[src/rtl/ott_pkg.sv]
// Package for the ordered timer table: sizes, command codes and channel payload types.
// Used by the top level and the testbench; depends on nothing.
`default_nettype none
package ott_pkg;
    localparam int NumSlotsDefault = 16;
    localparam int RolloverMsDefault = 3600000;

    typedef enum logic [2:0] {
        CMD_ADD = 3'd0, CMD_CANCEL = 3'd1, CMD_REFRESH = 3'd2,
        CMD_RESET = 3'd3, CMD_EXPIRE = 3'd4, CMD_NEXT = 3'd5
    } t_cmd;

    typedef struct packed {
        logic [2:0]  cmd;
        logic [3:0]  timer_id;
        logic [31:0] period_ms;
        logic        repeat_flag;
        logic        restart_now;
        logic [63:0] now_ms;
    } t_in;

    typedef struct packed {
        logic [3:0]  slot_id;
        logic        ok;
        logic        expired_valid;
        logic [63:0] time_to_next;
        logic        front_notify;
        logic        rollover_seen;
        logic        last;
    } t_out;
endpackage
`default_nettype wire

[src/rtl/ott_if.sv]
// Valid/ready channel interface carrying one item of type T.
// Depends on nothing.
`default_nettype none
interface ott_if #(parameter type T = logic) (input wire logic i_clk);
    logic valid;
    logic ready;
    T     data;
    modport source (output valid, output data, input ready);
    modport sink (input valid, input data, output ready);
endinterface
`default_nettype wire

[src/rtl/ott_ram.sv]
// Generic single-port RAM with registered read.
// Depends on nothing.
`default_nettype none
module ott_ram #(
    parameter int Width = 8,
    parameter int Depth = 16
) (
    input  wire logic                     i_clk,
    input  wire logic                     i_we,
    input  wire logic [$clog2(Depth)-1:0] i_addr,
    input  wire logic [Width-1:0]         i_wdata,
    output logic      [Width-1:0]         o_rdata
);
    logic [Width-1:0] r_mem [Depth];

    // Registered read; a read of the address being written returns the old data.
    always_ff @(posedge i_clk) begin
        if (i_we) begin
            r_mem[i_addr] <= i_wdata;
        end
        o_rdata <= r_mem[i_addr];
    end
endmodule
`default_nettype wire

[src/rtl/ordered_timer_table.sv]
// Top level of the ordered timer table: sequencer, slot RAMs and output register.
// Depends on ott_pkg, ott_if and ott_ram.
//
//  channel | dir | payload
//  in_ch   | in  | cmd, timer_id, period_ms, repeat_flag, restart_now, now_ms
//  out_ch  | out | slot_id, ok, expired_valid, time_to_next, front_notify,
//          |     | rollover_seen, last
//
// Each item starts with one scan of the slots, a read step and a compare step per
// slot through the single RAM port; a plain result is formed after that scan.
// An add or reset that stores a slot scans once more for the front notice.
// Expire scans again after each expired slot.
// Reset clears valid bits, recurring bits, previous time and tickled at once.
// A result waits in the output register; the sequencer stalls until it is taken.
`default_nettype none
module ordered_timer_table
    import ott_pkg::*;
#(
    parameter int NUM_SLOTS = NumSlotsDefault,
    parameter int ROLLOVER_MS = RolloverMsDefault
) (
    input wire logic i_clk,
    input wire logic i_rst_n,
    ott_if.sink      in_ch,
    ott_if.source    out_ch
);
    localparam int U  = (NUM_SLOTS < 16) ? NUM_SLOTS : 16;
    localparam int AW = $clog2(U);

    typedef enum logic [3:0] {
        S_IDLE, S_SCAN_A, S_SCAN_D, S_DONE, S_WR_A, S_WR_D, S_SEND, S_EXP_A,
        S_EXP_D, S_EXP_WR, S_FRONT_A, S_FRONT_D
    } t_state;

    t_state      r_state;
    t_in         r_in;
    t_out        r_out;
    logic        r_ovalid;
    logic [U-1:0] r_valid, r_rec, r_taken;
    logic [63:0] r_prev;
    logic        r_tickled;
    logic [4:0]  r_idx;
    logic        r_phase;
    logic        r_best_ok;
    logic [3:0]  r_best;
    logic [63:0] r_best_exp;
    logic [31:0] r_per;
    logic [63:0] r_exp;
    logic        r_ro;
    logic        r_any;
    logic [3:0]  r_tgt;

    // Slot RAMs share one address.
    logic        per_we, exp_we;
    logic [AW-1:0] ram_addr;
    logic [31:0] per_wd, per_rd;
    logic [63:0] exp_wd, exp_rd;

    ott_ram #(.Width(32), .Depth(1 << AW)) u_per (
        .i_clk(i_clk), .i_we(per_we), .i_addr(ram_addr),
        .i_wdata(per_wd), .o_rdata(per_rd));
    ott_ram #(.Width(64), .Depth(1 << AW)) u_exp (
        .i_clk(i_clk), .i_we(exp_we), .i_addr(ram_addr),
        .i_wdata(exp_wd), .o_rdata(exp_rd));

    logic [4:0] free_idx;
    logic       free_ok;
    logic       in_rng;
    logic [3:0] cur;
    logic       cand;
    logic       better;
    logic [63:0] now;

    assign now    = r_in.now_ms;
    assign in_rng = ({1'b0, r_in.timer_id} < 5'(U));
    assign cur    = r_idx[3:0];

    // First free slot, a priority encode over the valid bits.
    always_comb begin
        free_idx = '0;
        free_ok  = 1'b0;
        for (int i = U - 1; i >= 0; i--) begin
            if (!r_valid[i]) begin
                free_idx = 5'(i);
                free_ok  = 1'b1;
            end
        end
    end

    // Shared compare: is the slot just read a better candidate?
    always_comb begin
        cand = r_valid[cur[AW-1:0]];
        if (r_state == S_EXP_D) begin
            cand = cand && !r_taken[cur[AW-1:0]] && (r_ro || !(exp_rd > now));
        end
        better = cand && (!r_best_ok || (exp_rd < r_best_exp));
    end

    // RAM address and write data.
    always_comb begin
        ram_addr = cur[AW-1:0];
        per_we = 1'b0;
        exp_we = 1'b0;
        per_wd = r_per;
        exp_wd = r_exp;
        if (r_state == S_WR_A || r_state == S_WR_D || r_state == S_EXP_WR
            || r_state == S_DONE) begin
            ram_addr = r_tgt[AW-1:0];
        end
        if (r_state == S_WR_D) begin
            per_we = 1'b1;
            exp_we = 1'b1;
        end
        // The period of the expired slot is on the read port in the second phase.
        if (r_state == S_EXP_WR && r_phase) begin
            exp_we = 1'b1;
            exp_wd = now + {32'd0, per_rd};
        end
    end

    assign in_ch.ready  = (r_state == S_IDLE) && !r_ovalid;
    assign out_ch.valid = r_ovalid;
    assign out_ch.data  = r_out;

    // Sequencer with registered outputs.
    always_ff @(posedge i_clk) begin
        if (!i_rst_n) begin
            r_state   <= S_IDLE;
            r_ovalid  <= 1'b0;
            r_valid   <= '0;
            r_rec     <= '0;
            r_prev    <= '0;
            r_tickled <= 1'b0;
        end else begin
            if (out_ch.valid && out_ch.ready) begin
                r_ovalid <= 1'b0;
            end
            unique case (r_state)
                S_IDLE: begin
                    if (in_ch.valid && in_ch.ready) begin
                        r_in      <= in_ch.data;
                        r_out     <= '0;
                        r_idx     <= '0;
                        r_best_ok <= 1'b0;
                        r_taken   <= '0;
                        r_tgt     <= in_ch.data.timer_id;
                        r_state   <= S_SCAN_A;
                    end
                end
                // Earliest-slot scan over all slots, one RAM read per step.
                S_SCAN_A: begin
                    r_state <= S_SCAN_D;
                end
                S_SCAN_D: begin
                    if (better) begin
                        r_best_ok  <= 1'b1;
                        r_best     <= cur;
                        r_best_exp <= exp_rd;
                    end
                    if (r_idx == 5'(U - 1)) begin
                        r_state <= S_DONE;
                    end else begin
                        r_idx   <= r_idx + 5'd1;
                        r_state <= S_SCAN_A;
                    end
                end
                // Reads the addressed slot (at r_tgt) and decides the command.
                S_DONE: begin
                    r_state <= S_WR_A;
                end
                S_WR_A: begin
                    r_out.last <= 1'b1;
                    unique case (r_in.cmd)
                        CMD_ADD: begin
                            if (free_ok) begin
                                r_tgt <= free_idx[3:0];
                                r_per <= {16'd0, r_in.period_ms[15:0]};
                                r_exp <= now + {48'd0, r_in.period_ms[15:0]};
                                r_valid[free_idx[AW-1:0]] <= 1'b1;
                                r_rec[free_idx[AW-1:0]] <= r_in.repeat_flag;
                                r_out.slot_id <= free_idx[3:0];
                                r_out.ok <= 1'b1;
                                r_state <= S_WR_D;
                            end else begin
                                r_state <= S_SEND;
                            end
                        end
                        CMD_CANCEL, CMD_REFRESH: begin
                            r_out.slot_id <= r_in.timer_id;
                            if (in_rng && r_valid[r_in.timer_id[AW-1:0]]) begin
                                r_out.ok <= 1'b1;
                                if (r_in.cmd == CMD_CANCEL) begin
                                    r_valid[r_in.timer_id[AW-1:0]] <= 1'b0;
                                    r_state <= S_SEND;
                                end else begin
                                    r_per <= per_rd;
                                    r_exp <= now + {32'd0, per_rd};
                                    r_state <= S_WR_D;
                                end
                            end else begin
                                r_state <= S_SEND;
                            end
                        end
                        CMD_RESET: begin
                            r_out.slot_id <= r_in.timer_id;
                            if (!in_rng) begin
                                r_out.ok <= 1'b0;
                                r_state <= S_SEND;
                            end else if (r_in.period_ms == per_rd
                                         && !r_in.restart_now) begin
                                r_out.ok <= 1'b1;
                                r_state <= S_SEND;
                            end else if (r_valid[r_in.timer_id[AW-1:0]]) begin
                                r_out.ok <= 1'b1;
                                r_per <= r_in.period_ms;
                                r_exp <= (r_in.restart_now ? now
                                          : exp_rd - {32'd0, per_rd})
                                         + {32'd0, r_in.period_ms};
                                r_state <= S_WR_D;
                            end else begin
                                r_state <= S_SEND;
                            end
                        end
                        CMD_EXPIRE: begin
                            r_out.ok <= 1'b1;
                            if (r_best_ok) begin
                                r_prev <= now;
                                r_ro <= (now < r_prev)
                                        && ((r_prev - now) > 64'(ROLLOVER_MS));
                                if (((now < r_prev)
                                     && ((r_prev - now) > 64'(ROLLOVER_MS)))
                                    || !(r_best_exp > now)) begin
                                    r_idx <= '0;
                                    r_best_ok <= 1'b0;
                                    r_any <= 1'b0;
                                    r_state <= S_EXP_A;
                                end else begin
                                    r_state <= S_SEND;
                                end
                            end else begin
                                r_state <= S_SEND;
                            end
                        end
                        CMD_NEXT: begin
                            r_out.ok <= 1'b1;
                            r_tickled <= 1'b0;
                            if (!r_best_ok) begin
                                r_out.time_to_next <= '1;
                            end else if (now >= r_best_exp) begin
                                r_out.time_to_next <= '0;
                            end else begin
                                r_out.time_to_next <= r_best_exp - now;
                            end
                            r_state <= S_SEND;
                        end
                        default: begin
                            r_state <= S_SEND;
                        end
                    endcase
                end
                // Store the slot; add and reset then rescan for the front notice.
                S_WR_D: begin
                    r_idx     <= '0;
                    r_best_ok <= 1'b0;
                    r_state   <= (r_in.cmd == CMD_REFRESH) ? S_SEND : S_FRONT_A;
                end
                S_FRONT_A: begin
                    r_state <= S_FRONT_D;
                end
                S_FRONT_D: begin
                    if (better) begin
                        r_best_ok  <= 1'b1;
                        r_best     <= cur;
                        r_best_exp <= exp_rd;
                    end
                    if (r_idx == 5'(U - 1)) begin
                        if ((better ? cur : r_best) == r_tgt && !r_tickled) begin
                            r_tickled <= 1'b1;
                            r_out.front_notify <= 1'b1;
                        end
                        r_state <= S_SEND;
                    end else begin
                        r_idx   <= r_idx + 5'd1;
                        r_state <= S_FRONT_A;
                    end
                end
                // Expire: one scan per due slot picks the next in order. The
                // pending result goes out once the scan shows whether it is last.
                S_EXP_A: begin
                    r_state <= S_EXP_D;
                end
                S_EXP_D: begin
                    if (better) begin
                        r_best_ok  <= 1'b1;
                        r_best     <= cur;
                        r_best_exp <= exp_rd;
                    end
                    if (r_idx == 5'(U - 1)) begin
                        r_tgt   <= better ? cur : r_best;
                        r_phase <= 1'b0;
                        if (better || r_best_ok) begin
                            if (r_any) begin
                                r_ovalid <= 1'b1;
                            end
                            r_state <= S_EXP_WR;
                        end else begin
                            r_out.last <= 1'b1;
                            r_state <= S_SEND;
                        end
                    end else begin
                        r_idx   <= r_idx + 5'd1;
                        r_state <= S_EXP_A;
                    end
                end
                S_EXP_WR: begin
                    if (!r_phase) begin
                        // Read period of the target, then rearm or free.
                        r_phase <= 1'b1;
                        r_any   <= 1'b1;
                        r_taken[r_tgt[AW-1:0]] <= 1'b1;
                        if (!r_rec[r_tgt[AW-1:0]]) begin
                            r_valid[r_tgt[AW-1:0]] <= 1'b0;
                        end
                    end else if (!r_ovalid) begin
                        r_out.slot_id <= r_tgt;
                        r_out.ok <= 1'b1;
                        r_out.expired_valid <= 1'b1;
                        r_out.rollover_seen <= r_ro;
                        r_out.last <= 1'b0;
                        r_idx <= '0;
                        r_best_ok <= 1'b0;
                        r_state <= S_EXP_A;
                    end
                end
                S_SEND: begin
                    if (!r_ovalid) begin
                        r_ovalid <= 1'b1;
                        r_state  <= S_IDLE;
                    end
                end
                default: r_state <= S_IDLE;
            endcase
        end
    end

    // Input is refused while an item is in progress.
    property p_no_accept_busy;
        @(posedge i_clk) disable iff (!i_rst_n)
        (r_state != S_IDLE) |-> !in_ch.ready;
    endproperty
    a_no_accept_busy: assert property (p_no_accept_busy)
        else $error("input accepted while busy");

    property p_hold;
        @(posedge i_clk) disable iff (!i_rst_n)
        (r_ovalid && !out_ch.ready) |=> (r_ovalid && $stable(r_out));
    endproperty
    a_hold: assert property (p_hold) else $error("stalled result changed");

    property p_expire_ok;
        @(posedge i_clk) disable iff (!i_rst_n)
        (r_ovalid && r_out.expired_valid) |-> r_out.ok;
    endproperty
    a_expire_ok: assert property (p_expire_ok) else $error("expired without ok");
endmodule
`default_nettype wire

[src/flat_wrapper.sv]
// flat-port wrapper written by rule: the top's interface ports become plain ports
module ordered_timer_table_flat import ott_pkg::*;
#(
    parameter int NUM_SLOTS = NumSlotsDefault,
    parameter int ROLLOVER_MS = RolloverMsDefault
)
  (i_clk, i_rst_n, in_ch_valid, in_ch_data, in_ch_ready, out_ch_valid, out_ch_data, out_ch_ready);
  ott_if #(.T(t_in)) in_ch_i (.i_clk(i_clk));
  ott_if #(.T(t_out)) out_ch_i (.i_clk(i_clk));
  input wire logic i_clk;
  input wire logic i_rst_n;
  input wire logic [$bits(in_ch_i.valid)-1:0] in_ch_valid;
  input wire logic [$bits(in_ch_i.data)-1:0] in_ch_data;
  output wire logic [$bits(in_ch_i.ready)-1:0] in_ch_ready;
  output wire logic [$bits(out_ch_i.valid)-1:0] out_ch_valid;
  output wire logic [$bits(out_ch_i.data)-1:0] out_ch_data;
  input wire logic [$bits(out_ch_i.ready)-1:0] out_ch_ready;
  assign in_ch_i.valid = in_ch_valid;
  assign in_ch_i.data = in_ch_data;
  assign in_ch_ready = in_ch_i.ready;
  assign out_ch_valid = out_ch_i.valid;
  assign out_ch_data = out_ch_i.data;
  assign out_ch_i.ready = out_ch_ready;
  ordered_timer_table #(.NUM_SLOTS(NUM_SLOTS), .ROLLOVER_MS(ROLLOVER_MS)) u_core (.i_clk(i_clk), .i_rst_n(i_rst_n), .in_ch(in_ch_i), .out_ch(out_ch_i));
endmodule
[config.mk]
export PLATFORM = sky130hd
export DESIGN_NAME = ordered_timer_table_flat
export DESIGN_NICKNAME = d
export VERILOG_FILES = /design/src/rtl/ott_pkg.sv /design/src/rtl/ott_if.sv /design/src/rtl/ott_ram.sv /design/src/rtl/ordered_timer_table.sv /design/src/flat_wrapper.sv
export SDC_FILE = /design/constraint.sdc
export NUM_CORES = 2
export LEC_CHECK = 0
export ABC_AREA = 0
export ABC_CLOCK_PERIOD_IN_PS = 16200
export BUFFER_PORTS_ARGS = -buffer_cell sky130_fd_sc_hd__clkbuf_2
export CELL_PAD_IN_SITES_DETAIL_PLACEMENT = 0
export CELL_PAD_IN_SITES_GLOBAL_PLACEMENT = 1
export CORE_ASPECT_RATIO = 2
export CORE_MARGIN = 1
export CORE_UTILIZATION = 50
export CTS_CLUSTER_DIAMETER = 80
export DETAILED_ROUTE_END_ITERATION = 16
export PLACE_DENSITY_LB_ADDON = 0.1
export REMOVE_ABC_BUFFERS = 1
export SLEW_MARGIN = 20
export SYNTH_ARGS = -nofsm -noshare
export SYNTH_HDL_FRONTEND = slang
export SYNTH_SLANG_ARGS = --single-unit
[constraint.sdc]
create_clock -name i_clk -period 16.2 [get_ports i_clk]
set_input_delay 2.43 -clock i_clk [delete_from_list [all_inputs] [get_ports i_clk]]
set_output_delay 2.43 -clock i_clk [all_outputs]
set_load 0.05 [all_outputs]
==> results.toml <==
[clock_tree]
cts_tree = "built"
h-tree-depth = 4
clock_latency_ns = 0.89
cts-root-buf = "clkbuf_16"
clk_path_buf_depth = 4
cts.sink_count = 2105
cts_buffers = 189
hold_buffers = 0
cts_setup_buffers = 0
cts_resized = 0
clk_pin_slew_worst_paths_ns = 0.07

[power_and_ir_drop]
p_seq_share_pct = 46.0
pwr-share-comb_pct = 19.8
swShare_pct = 29.33
ir_drop_v = 0.0001084
p_switching_w = 0.003956
clkPwrFrac_pct = 34.3
power.leakage_nw = 38.45
internal-power_w = 0.009531
p_per_area_nw_per_um2 = 121.0

[yosys]
synth_mux_area_share_pct = 10.58
synth-xor-area-share_pct = 2.723
synth-main-ff-cell = "edfxtp_1"
synth_top_area_share_pct = 56.88
yosys-top-cells-area = "edfxtp_1, mux4_2, ha_1"
synthArstFlopShare_pct = 0
synth_top_family_by_area = "compound AO/OA/AOI/OAI gates"
synth_cell_type_count = 91
synth_compound_area_share_pct = 10.79
synth-seq-cells = 2105
synthSimpleGateAreaFrac_pct = 8.098
avgSynthCellArea_sq_um = 13.56
yosys_warnings = 0
synthAdderAreaFrac_pct = 4.705
synth-edff-count = 1907
syn-instance-count = 7424
yosys.area.top_type = "edfxtp_1"
syn_area_sq_um = 100700
yosysSeqAreaShare_pct = 60.81

[die]
die_y_um = 636.6
start_util_pct = 50.41
core-area_sq_um = 199700
die-area_sq_um = 203300
ios = 184
die_w_um = 319.3
rows = 232

[worst_setup_path]
worstPathMaxFanout = 8
cp-end-kind = "register"
critPathArrivalTime_ns = 8.36
required_ns = 16.75
rrSetupSlack_ns = 8.39
cp_slowest_cell = "a2111oi_1"
cp_common_cell = "nor2_1"
r2r-end = "u_core.r_exp[58]$_DFFE_PP_"
slowest_delay_ns = 0.81
critPathLaunchType = "register"
critPathKind = "register to register"
r2r-start = "u_core.u_per.o_rdata[0]$_DFF_P_"
reg2reg_depth = 25

[timing]
fin_crit_sh_pct = 48.20
fmax_ghz = 0.1281
finalMaxSlewViolations = 0
tightest_slew_ns = 1.229
period_minus_slack_ns = 7.808
tns_ns = 0
finClkSkew_ns = 0.07968
relSlewSlack_pct = 17.45
finalHoldViolations = 0
finalSetupViolCount = 0
finalWorstSetupSlack_ns = 8.392
rsz0062_at_grt = "no"

[finish]
syn_to_final_growth_pct = 10.67
layoutNonFillerInstCount = 10330
finalCoreUtilization_pct = 55.79
nets = 8080
final_layout_size_suffix_gt1_share_pct = 15.31
multi_input_comb_area_sq_um = 37610
seq_area_sq_um = 61230
nFillCells = 16520
mostFrequentLayoutCells = "edfxtp_1, a21oi_1, nand2_1, mux4_2, ha_1"
final_common_cell = "edfxtp_1"

[global_routing]
grtUsageTotal_pct = 33.76
grt_overflow_total = 0
grt_pass1_vias = 67370
grt_pass1_wl_mm = 485.4
antenna_found_initial = 20
grt_max_degree = 135

[placement]
dp.cells = 9979
io_buffers = 183
place_hpwl_mm = 244.2
dp_slack_ns = 8.344
gp_congestion = 1.001

[run]
cap_violations = 0

[worst_hold_path]
hp-start = "u_core.u_exp.o_rdata[0]$_DFF_P_"
hp-class = "register to register"
whs_path_depth = 0
hold_path_end = "u_core.r_best_exp[0]$_DFFE_PP_"

[outcome]
status = "finished clean"

[drt]
viasPerCell = 6.441
drtAntennaViolNets = 0
firstDrtPassIters = 6
via_count = 66550
drtIter0Drc = 5779
wl_mm = 345.4
drc = 0
wire_per_inst_um = 33.43
-- sequential cells by signal, indices dropped and copies added (netlist names) --
| name | count |
|---|---|
| u_core.r_ro | 1 |
| u_core.u_exp.o_rdata | 64 |
| u_core.out_ch.data | 73 |
| u_core.r_exp | 64 |
| u_core.r_best | 4 |
| u_core.r_best_ok | 1 |
| u_core.r_phase | 1 |
| u_core.r_tgt | 4 |
| u_core.r_rec | 16 |
| u_core.r_tickled | 1 |
| u_core.r_in | 41 |
| u_core.u_per.o_rdata | 32 |
| u_core.per_wd | 32 |
| u_core.now | 64 |
| u_core.r_state | 4 |
| u_core.r_any | 1 |
| u_core.u_per.r_mem | 512 |
| u_core.u_exp.r_mem | 1024 |
| u_core.out_ch.valid | 1 |
| u_core.r_best_exp | 64 |
| u_core.r_idx | 5 |
| u_core.r_taken | 16 |
| u_core.r_prev | 64 |
| u_core.r_valid | 16 |
-- worst max path at each step --
stage | start | endpoint | slack, ns | depth (start not counted)
4_1_cts | u_core.u_per.o_rdata[0]$_DFF_P_ | u_core.r_exp[58]$_DFFE_PP_ | 8.22 | 25
6_report | u_core.u_per.o_rdata[0]$_DFF_P_ | u_core.r_exp[58]$_DFFE_PP_ | 8.39 | 25
2_1_floorplan | u_core.r_state[0]$_SDFFE_PN0P_ | u_core.u_exp.r_mem[14][0]$_DFFE_PP_ | -18.45 | 6
5_1_grt | u_core.u_per.o_rdata[0]$_DFF_P_ | u_core.r_exp[58]$_DFFE_PP_ | 7.87 | 25
3_5_place_dp | u_core.u_per.o_rdata[0]$_DFF_P_ | u_core.r_exp[58]$_DFFE_PP_ | 8.34 | 25
3_3_place_gp | u_core.u_exp.o_rdata[0]$_DFF_P_ | u_core.r_exp[58]$_DFFE_PP_ | 8.20 | 26
-- power groups by stage --
stage | combinational (W) | sequential [W] | clock, W
floorplan | 0.00240 | 0.00624 | 0
global placement | 0.00263 | 0.00631 | 0
detailed placement | 0.00264 | 0.00631 | 0
CTS | 0.00265 | 0.00619 | 0.00468
global route | 0.00286 | 0.00619 | 0.00485
finish | 0.00267 | 0.00620 | 0.00462
-- metrics by stage --
| stage | instance area (sq um) | total power, W | hold WS (ns) |
|---|---|---|---|
| global route | 111400 | 0.01391 | 0.4451 |
| CTS | 111400 | 0.01353 | 0.4373 |
| finish | 111400 | 0.01349 | 0.4324 |
| global placement | 105200 | 0.008939 | 0.4375 |
| floorplan | 99330 | 0.008639 | 0.4082 |
| detailed placement | 105200 | 0.008948 | 0.4221 |
-- cells in the mapped netlist, types with 30 or more instances --
library cell,instances
o21bai_1,38
nand2_1,604
xnor2_1,192
mux4_2,404
o21ai_0,392
mux2_2,30
edfxtp_1,1907
mux2i_1,121
xor2_1,121
inv_1,253
o211ai_1,47
o21a_1,61
nor2_1,357
nand4_1,100
nor2b_1,138
dfxtp_1,198
nor4_1,34
ha_1,369
a21oi_1,641
or3_1,36
nor3_1,104
a211oi_1,140
clkbuf_1,275
a21o_1,133
a31oi_1,43
and3_1,45
nand2b_1,42
buf_1,79
nand3_1,112
-- metal layers --
metal	track usage (%)	part of all wire (%)	vias up
met5	0	0.0032	-
met4	28.39	10	2
met3	3.692	4.7	830
met2	59.12	51	2511
met1	36.54	35	34060
li1	-	-	29150
-- critical path: cells and delay by family, from the launching register on --
family | cells | cell delay (ns)
adders and majority gates | 3 | 1.11
buffers and inverters | 1 | 0.06
xor gates and xnor gates | 2 | 0.32
AOI/OAI and AO/OA | 9 | 2.92
DFF | 1 | 0.41
and+or+nand+nor | 10 | 2.63
-- layout make-up --
type | instances | area share [%]
timing repair buffer | 340 | 1.970
clock buffer | 229 | 4.492
clock inverter | 108 | 1.051
tap | 2574 | 2.890
multi-input combinational | 4705 | 33.75
inverter | 255 | 0.8602
antenna | 16 | 0.03593
sequential | 2105 | 54.95
-- cell families (layout without fill, tap and decap cells) --
kind of cell,after synthesis,after routing
compound gates,1766,1766
buf+inv,614,932
fa+ha+maj,375,375
flops,2105,2105
mux,555,555
other cells,0,16
simple gates,1696,1696
xor+xnor,313,313
No activity file was read; power rests on OpenSTA's default activity.
